**src/hw/rtl/stlc_pkg.sv**
```systemverilog
`default_nettype none

package stlc_pkg;

    // Default counter width for the step timer and the off-hold counter
    localparam int TIMER_BITS_DEF = 16;

    // Configuration registers
    localparam int CFG_WIDTH     = 16;
    localparam int CFG_IDX_WIDTH = 2;

    typedef logic [CFG_WIDTH-1:0]     t_cfg_word;
    typedef logic [CFG_IDX_WIDTH-1:0] t_cfg_index;

    localparam t_cfg_index REG_NORMAL_STEP = 2'd0;
    localparam t_cfg_index REG_TEST_STEP   = 2'd1;
    localparam t_cfg_index REG_OFF_HOLD    = 2'd2;

    localparam t_cfg_word NORMAL_STEP_RESET = 16'd100;
    localparam t_cfg_word TEST_STEP_RESET   = 16'd10;
    localparam t_cfg_word OFF_HOLD_RESET    = 16'd60;

    // Debounced pin vector
    localparam int PIN_COUNT = 5;
    typedef logic [PIN_COUNT-1:0] t_pins;

    localparam int PIN_TURN  = 0;
    localparam int PIN_DRL   = 1;
    localparam int PIN_POS   = 2;
    localparam int PIN_WHITE = 3;
    localparam int PIN_TEST  = 4;

    // Lamps
    localparam int LAMP_COUNT = 10;
    typedef logic [LAMP_COUNT-1:0] t_lamps;

    localparam t_lamps LAMPS_NONE   = 10'h000;
    localparam t_lamps LAMPS_ALL    = 10'h3FF;
    localparam t_lamps LAMPS_GROUP1 = 10'h023;
    localparam t_lamps LAMPS_GROUP2 = 10'h04C;
    localparam t_lamps LAMPS_GROUP3 = 10'h190;
    localparam t_lamps LAMPS_GROUP4 = 10'h200;

    typedef logic [1:0] t_duty;

    localparam t_duty DUTY_FULL = 2'd0;
    localparam t_duty DUTY_DRL  = 2'd1;
    localparam t_duty DUTY_POS  = 2'd2;

    typedef logic [2:0] t_seq;

    localparam t_seq SEQ_IDLE   = 3'd0;
    localparam t_seq SEQ_GROUP1 = 3'd1;
    localparam t_seq SEQ_GROUP2 = 3'd2;
    localparam t_seq SEQ_GROUP3 = 3'd3;
    localparam t_seq SEQ_DONE   = 3'd4;

    typedef struct packed {
        t_lamps yellow_lamps;
        logic   white_lamp;
        t_duty  duty_code;
        logic   side_light;
    } t_result;

endpackage

`default_nettype wire

```
**src/hw/rtl/stlc_in_if.sv**
```systemverilog
`default_nettype none

interface stlc_in_if;
    logic valid;
    logic ready;
    logic tick_elapsed;
    logic raw_turn;
    logic raw_drl;
    logic raw_position;
    logic raw_white_select;
    logic raw_test;

    modport source (
        output valid, tick_elapsed, raw_turn, raw_drl, raw_position,
               raw_white_select, raw_test,
        input  ready
    );

    modport sink (
        input  valid, tick_elapsed, raw_turn, raw_drl, raw_position,
               raw_white_select, raw_test,
        output ready
    );
endinterface

`default_nettype wire

```
**src/hw/rtl/stlc_out_if.sv**
```systemverilog
`default_nettype none

interface stlc_out_if;
    logic                  valid;
    logic                  ready;
    stlc_pkg::t_lamps      yellow_lamps;
    logic                  white_lamp;
    stlc_pkg::t_duty       duty_code;
    logic                  side_light;

    modport source (
        output valid, yellow_lamps, white_lamp, duty_code, side_light,
        input  ready
    );

    modport sink (
        input  valid, yellow_lamps, white_lamp, duty_code, side_light,
        output ready
    );
endinterface

`default_nettype wire

```
**src/hw/rtl/sequential_turn_lamp_controller.sv**
```systemverilog
// Sequential turn lamp controller.
// Input channel i_in: one beat per evaluation, carrying the raw pin levels
// and a tick flag. On a tick the pins are debounced, the step timer advances and
// the off-hold counter advances while turn is off (both saturating). Every beat runs the lamp sequencer
// and the DRL / position selection and yields exactly one result beat on
// o_out: ten yellow lamp bits, the white lamp, a duty code and the side light.
// The result is registered in the output register, or in the skid while a result waits.
// Throughput: one beat per cycle while the skid is empty; the whole update is one pass of logic
// between the state registers and the result register.
// A two-entry result buffer (output register plus skid) lets the block take
// one more beat while a result waits; i_in.ready drops only when both are
// full, and picks up again the cycle after o_out.ready returns.
// Configuration: i_cfg_we writes i_cfg_data to register i_cfg_index
// (0 normal step ticks, 1 test step ticks, 2 off hold ticks); other
// indexes are ignored. Write only while idle.
// Reset (i_rst_n low, synchronous): all lamps off, sequencer idle, registers
// back to 100 / 10 / 60 ticks, result buffer empty.
`default_nettype none

module sequential_turn_lamp_controller #(
    parameter int TIMER_BITS = stlc_pkg::TIMER_BITS_DEF
) (
    input  wire                    i_clk,
    input  wire                    i_rst_n,
    stlc_in_if.sink                i_in,
    stlc_out_if.source             o_out,
    input  wire                    i_cfg_we,
    input  wire stlc_pkg::t_cfg_index i_cfg_index,
    input  wire stlc_pkg::t_cfg_word  i_cfg_data
);

    localparam int CW = (TIMER_BITS > stlc_pkg::CFG_WIDTH) ? TIMER_BITS
                                                           : stlc_pkg::CFG_WIDTH;

    typedef logic [TIMER_BITS-1:0] t_timer;

    // configuration
    stlc_pkg::t_cfg_word r_normal_step;
    stlc_pkg::t_cfg_word r_test_step;
    stlc_pkg::t_cfg_word r_off_hold;

    // block state
    stlc_pkg::t_pins     r_prev,     n_prev;
    stlc_pkg::t_pins     r_stable,   n_stable;
    t_timer              r_off_cnt,  n_off_cnt;
    logic                r_off_long, n_off_long;
    t_timer              r_timer,    n_timer;
    stlc_pkg::t_cfg_word r_delay,    n_delay;
    stlc_pkg::t_seq      r_seq,      n_seq;
    logic                r_handled,  n_handled;
    stlc_pkg::t_lamps    r_yellow,   n_yellow;
    logic                r_white,    n_white;
    stlc_pkg::t_duty     r_duty,     n_duty;
    logic                r_side,     n_side;

    // result buffer
    logic                r_out_valid;
    logic                r_skid_valid;
    stlc_pkg::t_result   r_out;
    stlc_pkg::t_result   r_skid;

    stlc_pkg::t_pins     sample;
    stlc_pkg::t_result   result;
    logic                push;
    logic                pop;
    logic                turn;

    assign i_in.ready = !r_skid_valid;
    assign push       = i_in.valid && !r_skid_valid;
    assign pop        = r_out_valid && o_out.ready;

    assign sample = {i_in.raw_test, i_in.raw_white_select, i_in.raw_position,
                     i_in.raw_drl, i_in.raw_turn};

    always_comb begin
        n_prev     = r_prev;
        n_stable   = r_stable;
        n_off_cnt  = r_off_cnt;
        n_off_long = r_off_long;
        n_timer    = r_timer;
        n_delay    = r_delay;
        n_seq      = r_seq;
        n_handled  = r_handled;
        n_yellow   = r_yellow;
        n_white    = r_white;
        n_duty     = r_duty;
        n_side     = r_side;

        if (i_in.tick_elapsed) begin
            n_timer = (&r_timer) ? r_timer : r_timer + TIMER_BITS'(1);
            // a sample is taken as stable only when it repeats
            if (sample != r_prev) begin
                n_prev = sample;
            end else begin
                n_stable = sample;
            end

            if (!n_stable[stlc_pkg::PIN_TURN]) begin
                n_off_cnt = (&r_off_cnt) ? r_off_cnt : r_off_cnt + TIMER_BITS'(1);
                if (CW'(n_off_cnt) >= CW'(r_off_hold)) begin
                    n_off_long = 1'b1;
                    n_off_cnt  = TIMER_BITS'(r_off_hold);
                end
            end else begin
                n_off_cnt  = '0;
                n_off_long = 1'b0;
                n_handled  = 1'b0;
            end

            n_delay = n_stable[stlc_pkg::PIN_TEST] ? r_test_step : r_normal_step;
            n_side  = n_stable[stlc_pkg::PIN_POS];
        end

        turn = n_stable[stlc_pkg::PIN_TURN];
        if (!turn) begin
            n_seq = stlc_pkg::SEQ_IDLE;
            if (!n_handled) begin
                n_handled = 1'b1;
                n_yellow  = stlc_pkg::LAMPS_NONE;
                n_white   = 1'b0;
                n_duty    = stlc_pkg::DUTY_FULL;
            end
        end

        unique case (n_seq)
            stlc_pkg::SEQ_IDLE: begin
                if (turn) begin
                    n_yellow = stlc_pkg::LAMPS_GROUP1;
                    n_white  = 1'b0;
                    n_duty   = stlc_pkg::DUTY_FULL;
                    n_seq    = stlc_pkg::SEQ_GROUP1;
                    n_timer  = '0;
                end
            end
            stlc_pkg::SEQ_GROUP1, stlc_pkg::SEQ_GROUP2, stlc_pkg::SEQ_GROUP3: begin
                if (CW'(n_timer) >= CW'(n_delay)) begin
                    unique case (n_seq)
                        stlc_pkg::SEQ_GROUP1: n_yellow = n_yellow | stlc_pkg::LAMPS_GROUP2;
                        stlc_pkg::SEQ_GROUP2: n_yellow = n_yellow | stlc_pkg::LAMPS_GROUP3;
                        default:              n_yellow = n_yellow | stlc_pkg::LAMPS_GROUP4;
                    endcase
                    n_seq   = n_seq + 3'd1;
                    n_timer = '0;
                end
            end
            stlc_pkg::SEQ_DONE: begin
            end
            default: begin
                // unused step codes fall back to idle
                n_seq   = stlc_pkg::SEQ_IDLE;
                n_timer = '0;
            end
        endcase

        if (n_off_long) begin
            if (n_stable[stlc_pkg::PIN_DRL] || n_stable[stlc_pkg::PIN_POS]) begin
                n_duty = n_stable[stlc_pkg::PIN_DRL] ? stlc_pkg::DUTY_DRL
                                                     : stlc_pkg::DUTY_POS;
                if (n_stable[stlc_pkg::PIN_WHITE]) begin
                    n_yellow = stlc_pkg::LAMPS_NONE;
                    n_white  = 1'b1;
                end else begin
                    n_yellow = stlc_pkg::LAMPS_ALL;
                    n_white  = 1'b0;
                end
            end else begin
                n_yellow = stlc_pkg::LAMPS_NONE;
                n_white  = 1'b0;
                n_duty   = stlc_pkg::DUTY_FULL;
            end
        end

        result.yellow_lamps = n_yellow;
        result.white_lamp   = n_white;
        result.duty_code    = n_duty;
        result.side_light   = n_side;
    end

    always_ff @(posedge i_clk) begin
        if (!i_rst_n) begin
            r_normal_step <= stlc_pkg::NORMAL_STEP_RESET;
            r_test_step   <= stlc_pkg::TEST_STEP_RESET;
            r_off_hold    <= stlc_pkg::OFF_HOLD_RESET;
        end else if (i_cfg_we) begin
            unique case (i_cfg_index)
                stlc_pkg::REG_NORMAL_STEP: r_normal_step <= i_cfg_data;
                stlc_pkg::REG_TEST_STEP:   r_test_step   <= i_cfg_data;
                stlc_pkg::REG_OFF_HOLD:    r_off_hold    <= i_cfg_data;
                default: begin
                end
            endcase
        end
    end

    always_ff @(posedge i_clk) begin
        if (!i_rst_n) begin
            r_prev     <= '0;
            r_stable   <= '0;
            r_off_cnt  <= '0;
            r_off_long <= 1'b0;
            r_timer    <= '0;
            r_delay    <= stlc_pkg::NORMAL_STEP_RESET;
            r_seq      <= stlc_pkg::SEQ_IDLE;
            r_handled  <= 1'b0;
            r_yellow   <= stlc_pkg::LAMPS_NONE;
            r_white    <= 1'b0;
            r_duty     <= stlc_pkg::DUTY_FULL;
            r_side     <= 1'b0;
        end else if (push) begin
            r_prev     <= n_prev;
            r_stable   <= n_stable;
            r_off_cnt  <= n_off_cnt;
            r_off_long <= n_off_long;
            r_timer    <= n_timer;
            r_delay    <= n_delay;
            r_seq      <= n_seq;
            r_handled  <= n_handled;
            r_yellow   <= n_yellow;
            r_white    <= n_white;
            r_duty     <= n_duty;
            r_side     <= n_side;
        end
    end

    // two-entry result buffer; skid only fills while the output beat waits
    always_ff @(posedge i_clk) begin
        if (!i_rst_n) begin
            r_out_valid  <= 1'b0;
            r_skid_valid <= 1'b0;
        end else if (pop) begin
            if (r_skid_valid) begin
                r_skid_valid <= 1'b0;
            end else begin
                r_out_valid <= push;
            end
        end else if (push) begin
            if (r_out_valid) begin
                r_skid_valid <= 1'b1;
            end else begin
                r_out_valid <= 1'b1;
            end
        end
    end

    always_ff @(posedge i_clk) begin
        if (pop && r_skid_valid) begin
            r_out <= r_skid;
        end else if (push && (pop || !r_out_valid)) begin
            r_out <= result;
        end
        if (push && r_out_valid && !pop) begin
            r_skid <= result;
        end
    end

    assign o_out.valid        = r_out_valid;
    assign o_out.yellow_lamps = r_out.yellow_lamps;
    assign o_out.white_lamp   = r_out.white_lamp;
    assign o_out.duty_code    = r_out.duty_code;
    assign o_out.side_light   = r_out.side_light;

endmodule

`default_nettype wire
```
**src/flat_wrapper.sv**
```systemverilog
// flat-port wrapper written by rule: the top's interface ports become plain ports
module sequential_turn_lamp_controller_flat 
#(
    parameter int TIMER_BITS = stlc_pkg::TIMER_BITS_DEF
)
  (i_clk, i_rst_n, i_cfg_we, i_cfg_index, i_cfg_data, i_in_valid, i_in_tick_elapsed, i_in_raw_turn, i_in_raw_drl, i_in_raw_position, i_in_raw_white_select, i_in_raw_test, i_in_ready, o_out_valid, o_out_yellow_lamps, o_out_white_lamp, o_out_duty_code, o_out_side_light, o_out_ready);
  stlc_in_if i_in_i ();
  stlc_out_if o_out_i ();
  input  wire i_clk;
  input  wire i_rst_n;
  input  wire i_cfg_we;
  input  wire stlc_pkg::t_cfg_index i_cfg_index;
  input  wire stlc_pkg::t_cfg_word i_cfg_data;
  input wire logic [$bits(i_in_i.valid)-1:0] i_in_valid;
  input wire logic [$bits(i_in_i.tick_elapsed)-1:0] i_in_tick_elapsed;
  input wire logic [$bits(i_in_i.raw_turn)-1:0] i_in_raw_turn;
  input wire logic [$bits(i_in_i.raw_drl)-1:0] i_in_raw_drl;
  input wire logic [$bits(i_in_i.raw_position)-1:0] i_in_raw_position;
  input wire logic [$bits(i_in_i.raw_white_select)-1:0] i_in_raw_white_select;
  input wire logic [$bits(i_in_i.raw_test)-1:0] i_in_raw_test;
  output wire logic [$bits(i_in_i.ready)-1:0] i_in_ready;
  output wire logic [$bits(o_out_i.valid)-1:0] o_out_valid;
  output wire logic [$bits(o_out_i.yellow_lamps)-1:0] o_out_yellow_lamps;
  output wire logic [$bits(o_out_i.white_lamp)-1:0] o_out_white_lamp;
  output wire logic [$bits(o_out_i.duty_code)-1:0] o_out_duty_code;
  output wire logic [$bits(o_out_i.side_light)-1:0] o_out_side_light;
  input wire logic [$bits(o_out_i.ready)-1:0] o_out_ready;
  assign i_in_i.valid = i_in_valid;
  assign i_in_i.tick_elapsed = i_in_tick_elapsed;
  assign i_in_i.raw_turn = i_in_raw_turn;
  assign i_in_i.raw_drl = i_in_raw_drl;
  assign i_in_i.raw_position = i_in_raw_position;
  assign i_in_i.raw_white_select = i_in_raw_white_select;
  assign i_in_i.raw_test = i_in_raw_test;
  assign i_in_ready = i_in_i.ready;
  assign o_out_valid = o_out_i.valid;
  assign o_out_yellow_lamps = o_out_i.yellow_lamps;
  assign o_out_white_lamp = o_out_i.white_lamp;
  assign o_out_duty_code = o_out_i.duty_code;
  assign o_out_side_light = o_out_i.side_light;
  assign o_out_i.ready = o_out_ready;
  sequential_turn_lamp_controller #(.TIMER_BITS(TIMER_BITS)) u_core (.i_clk(i_clk), .i_rst_n(i_rst_n), .i_in(i_in_i), .o_out(o_out_i), .i_cfg_we(i_cfg_we), .i_cfg_index(i_cfg_index), .i_cfg_data(i_cfg_data));
endmodule
```
**config.mk**
```make
export PLATFORM = sky130hd
export DESIGN_NAME = sequential_turn_lamp_controller_flat
export DESIGN_NICKNAME = d
export VERILOG_FILES = /design/src/hw/rtl/stlc_pkg.sv /design/src/hw/rtl/stlc_in_if.sv /design/src/hw/rtl/stlc_out_if.sv /design/src/hw/rtl/sequential_turn_lamp_controller.sv /design/src/flat_wrapper.sv
export SDC_FILE = /design/constraint.sdc
export NUM_CORES = 1
export LEC_CHECK = 0
export BUFFER_PORTS_ARGS = -buffer_cell sky130_fd_sc_hd__buf_2
export CORE_ASPECT_RATIO = 0.75
export CORE_UTILIZATION = 36
export CTS_CLUSTER_DIAMETER = 100
export DETAILED_ROUTE_END_ITERATION = 8
export HOLD_SLACK_MARGIN = 0.1
export PLACE_DENSITY = 0.56
export SYNTH_ARGS = -nofsm -noshare
export SYNTH_HDL_FRONTEND = slang
export SYNTH_SLANG_ARGS = --single-unit
```
**constraint.sdc**
```tcl
create_clock -name i_clk -period 9.8 [get_ports i_clk]
set_clock_uncertainty 0.1 [all_clocks]
set_input_delay 0.98 -clock i_clk [delete_from_list [all_inputs] [get_ports i_clk]]
set_output_delay 0.98 -clock i_clk [all_outputs]
set_load 0.005 [all_outputs]
```
==> summary.md <==
| Metric | Value |
|---|---|
| Yosys reg bits | `155` |
| WL per Instance | `15.7 µm` |
| Final net count | `1062` |
| IO buf count | `44` |
| N_diodes | `0` |
| DP HPWL | `14.5 mm` |
| Reg2Reg Depth | `14` |
| Total clock sinks | `155` |
| Final wirelength | `20.4 mm` |
| Share of cells above drive strength 1 | `12.7%` |
| Fin Setup TNS | `0 ps` |
| Worst slew margin | `31.6%` |
| Register area share after synthesis | `40.6%` |
| Max Freq | `182 MHz` |
| Tot GR Track Use | `18.1%` |
| Primary FF master, synth | `dfxtp_1` |
| Critical path's slowest cell | `mux2i_4` |
| DIE AREA | `0.0238 mm²` |
| Largest net degree at the start of global routing | `74` |
| First-pass GRT wire length | `33.7 mm` |
| Distinct cell type count after synthesis | `81` |
| Worst Setup EP | `u_core.o_out.yellow_lamps[9]` |
| Crit share post-route | `56.1%` |
| CP startpoint | `i_in_raw_drl` |
| Synth top area cells | `dfxtp_1, edfxtp_1, nand2_1` |
| Hold path cells | `2` |
| Commonest non-fill, non-tap cell in the layout | `nand2_1` |
| Die Ht | `134 µm` |
| H-tree depth | `4` |
| Post-synthesis async set-or-reset flop share | `0%` |
| Most frequent cells in the layout | `nand2_1, dfxtp_1, a21oi_1` |
| Clk root buf | `clkbuf_16` |
| Initial core utilization | `37.3%` |
| M1 WL | `11.3 mm` |
| DRT Pass-1 Iters | `5` |
| WL met2 | `8.18 mm` |
| Post-CTS sizing | `0` |
| Num ports | `45` |
| Actual slew at the worst max-slew pin | `1020 ps` |
| Syn Inst Count | `974` |
| Hold crit path type | `flip-flop to flip-flop` |
| Share of the synthesized area in the top cell type | `30.5%` |
| Finished Layout Cells | `1301` |
| Total power divided by cell area | `160 mW/mm²` |
| 1st-iter DRT viols | `683` |
| Critical R2R Capture | `u_core.o_out.yellow_lamps[9]` |
| Max-cap violation count | `0` |
| Initial antenna violation count | `0` |
| CP Capture Type | `flip-flop` |
| CP cell instances | `buf_2 > xnor2_1 > nand2_1 > nor3_4 > mux2i_4 > mux2i_1 > a21oi_1 > ha_1 > nor2b_1 > o21ai_0 > a41oi_1 > o41ai_2 > nor2b_1 > a41oi_1 > a31oi_1` |
| Reg2reg start | `u_core.r_prev[1]` |
| DRC Markers | `0` |
| Outcome | `complete, no violations` |
| RSZ-0062 raised after global routing | `false` |
| Vias after detailed routing | `6851` |
| # fillers | `2270` |
| Row count | `47` |
| Final Hold Vio Count | `0` |
| Vias in the first global route | `6285` |
| Num CTS Buffers | `17` |
| WS Path Type | `input port to flip-flop` |
| Crit path time final | `5500 ps` |
| Area leader, netlist | `dfxtp_1` |
| Worst-Skew Late Latency | `430 ps` |
| CP peak stage delay | `820 ps` |
| Cell Area, Synth | `0.00833 mm²` |
| Clock Path Buffers | `2` |
| Final setup viols | `0` |
| Leakage Power | `0.00362 µW` |
| Worst endpoint required time | `9930 ps` |
| CP Launch Type | `input port` |
| Global route overflow | `0` |
| Slew Viols, Final | `0` |
| Post-synth EDFFs | `28` |
| Critical Path Fanout Max | `17` |
| Crit path DAT | `5640 ps` |
| Cts hold-fix bufs | `0` |
| Routability cong. | `0.831` |
| Area Growth Syn to Fin | `12.2%` |
| Die width | `178 µm` |
| Post-DRT Antenna Nets | `0` |
| Syn Nets | `1042` |
| Avg Inst Size Synth | `8.55 µm²` |
| Reg clk slew, reported paths | `60 ps` |
| Top sig layer | `met4` |
| Peak supply drop | `0.106 mV` |
| Multi-input gate area | `0.00459 mm²` |
| Register area | `0.00338 mm²` |
| Post-CTS Setup Inserts | `0` |
| CTS tree | `built` |
| Placed Cells incl. Taps | `1269` |
| Syn. warnings | `0` |
| Met3 wire length | `742 µm` |
| Placeable Area | `0.0223 mm²` |
| Via-to-Cell Ratio | `5.27` |
| Reg2Reg Setup Slack | `4660 ps` |
-- how the worst min path moves through the flow --
stage / from / to / slack (ps)
final: u_core.r_normal_step[0] / u_core.r_normal_step[0] / 350
after global routing: u_core.r_test_step[10] / u_core.r_test_step[10] / 370
after CTS: u_core.r_normal_step[13] / u_core.r_normal_step[13] / 360
after detailed placement: u_core.r_normal_step[13] / u_core.r_normal_step[13] / 350
after global placement: u_core.r_side / u_core.r_side / 340
after floorplan: u_core.r_yellow[4] / u_core.r_yellow[4] / 340
-- final cells by class --
class | count | share of cell area (%)
multi-input combinational | 732 | 49.2
tap | 294 | 3.94
clock inverter | 11 | 1.58
inverter | 38 | 1.53
timing repair buffer | 50 | 2.84
clock buffer | 21 | 4.71
sequential | 155 | 36.2
-- stage by stage --
step                hold WS (ps)  cell area, µm²  worst slack (ps)  power [µW]  util, %
floorplan                    336            8330              5140         800        -
global placement             344            8750              4010         843     39.2
detailed placement           347            8750              3970         845     39.2
CTS                          355            9340              4400        1510     41.8
global route                 371            9340              3890        1560     41.8
finish                       354            9340              4300        1500     41.8
-- cell families (layout without fill, tap and decap cells) --
logic type	after synthesis	after routing	share of synthesized area, %
adder cells (fa/ha/maj)	39	39	5.86
XOR/XNOR	26	26	2.82
buffers and inverters	87	120	4.30
AND/OR/NAND/NOR	368	368	20.2
flip-flops	155	155	40.6
multiplexers	39	39	5.74
AO/OA/AOI/OAI	260	260	20.5
-- where the power goes --
group          switching (µW)  total, µW  internal, µW
Sequential               13.6        686           672
Combinational            92.5        145          52.2
Clock                     268        668           400
Total                     374       1500          1120
-- worst max-delay path: cells and delay by family --
family | cells | cell delay [ps]
AOI/OAI and AO/OA | 6 | 1870
xor gates and xnor gates | 1 | 200
adders and majority gates | 1 | 310
buffers and inverters | 1 | 140
muxes | 2 | 1130
and+or+nand+nor | 4 | 1020
-- layer usage --
metal | up-vias | GRT usage (%)
li1 | 3519 | -
met1 | 3199 | 27.9
met2 | 125 | 25.2
met3 | 8 | 3.65
met4 | 0 | 4.56
met5 | - | 0
-- cells in the mapped netlist, types with 3 or more instances --
cell type / instances
a211oi_1: 24
a21o_1: 3
a21oi_1: 113
a22o_1: 10
a22oi_1: 4
a31oi_1: 8
a41oi_1: 3
and2_1: 4
and3_1: 5
and4_1: 3
buf_1: 3
buf_2: 7
clkbuf_1: 35
dfxtp_1: 127
edfxtp_1: 28
ha_1: 39
inv_1: 36
mux2_2: 11
mux2_4: 3
mux2i_1: 18
mux2i_4: 4
nand2_1: 174
nand2b_1: 4
nand3_1: 32
nand3b_1: 6
nand4_1: 11
nor2_1: 82
nor2b_1: 5
nor3_1: 9
nor4_1: 7
o211ai_1: 6
o21ai_0: 34
o21ai_1: 4
o221a_2: 3
o22a_1: 8
o22ai_1: 6
o31a_1: 3
o31ai_1: 3
or2_1: 8
or3_1: 5
xnor2_1: 14
xor2_1: 11
-- sequential cells by signal, summed over array words and instances (netlist names), 10 cells and up --
name                       cells
u_core.r_delay                16
u_core.r_normal_step          16
u_core.r_skid                 14
u_core.r_yellow               10
u_core.o_out.yellow_lamps     10
u_core.r_test_step            16
u_core.r_off_hold             16
u_core.r_timer                16
u_core.r_off_cnt              16
Power figures use the tool's default switching activity.
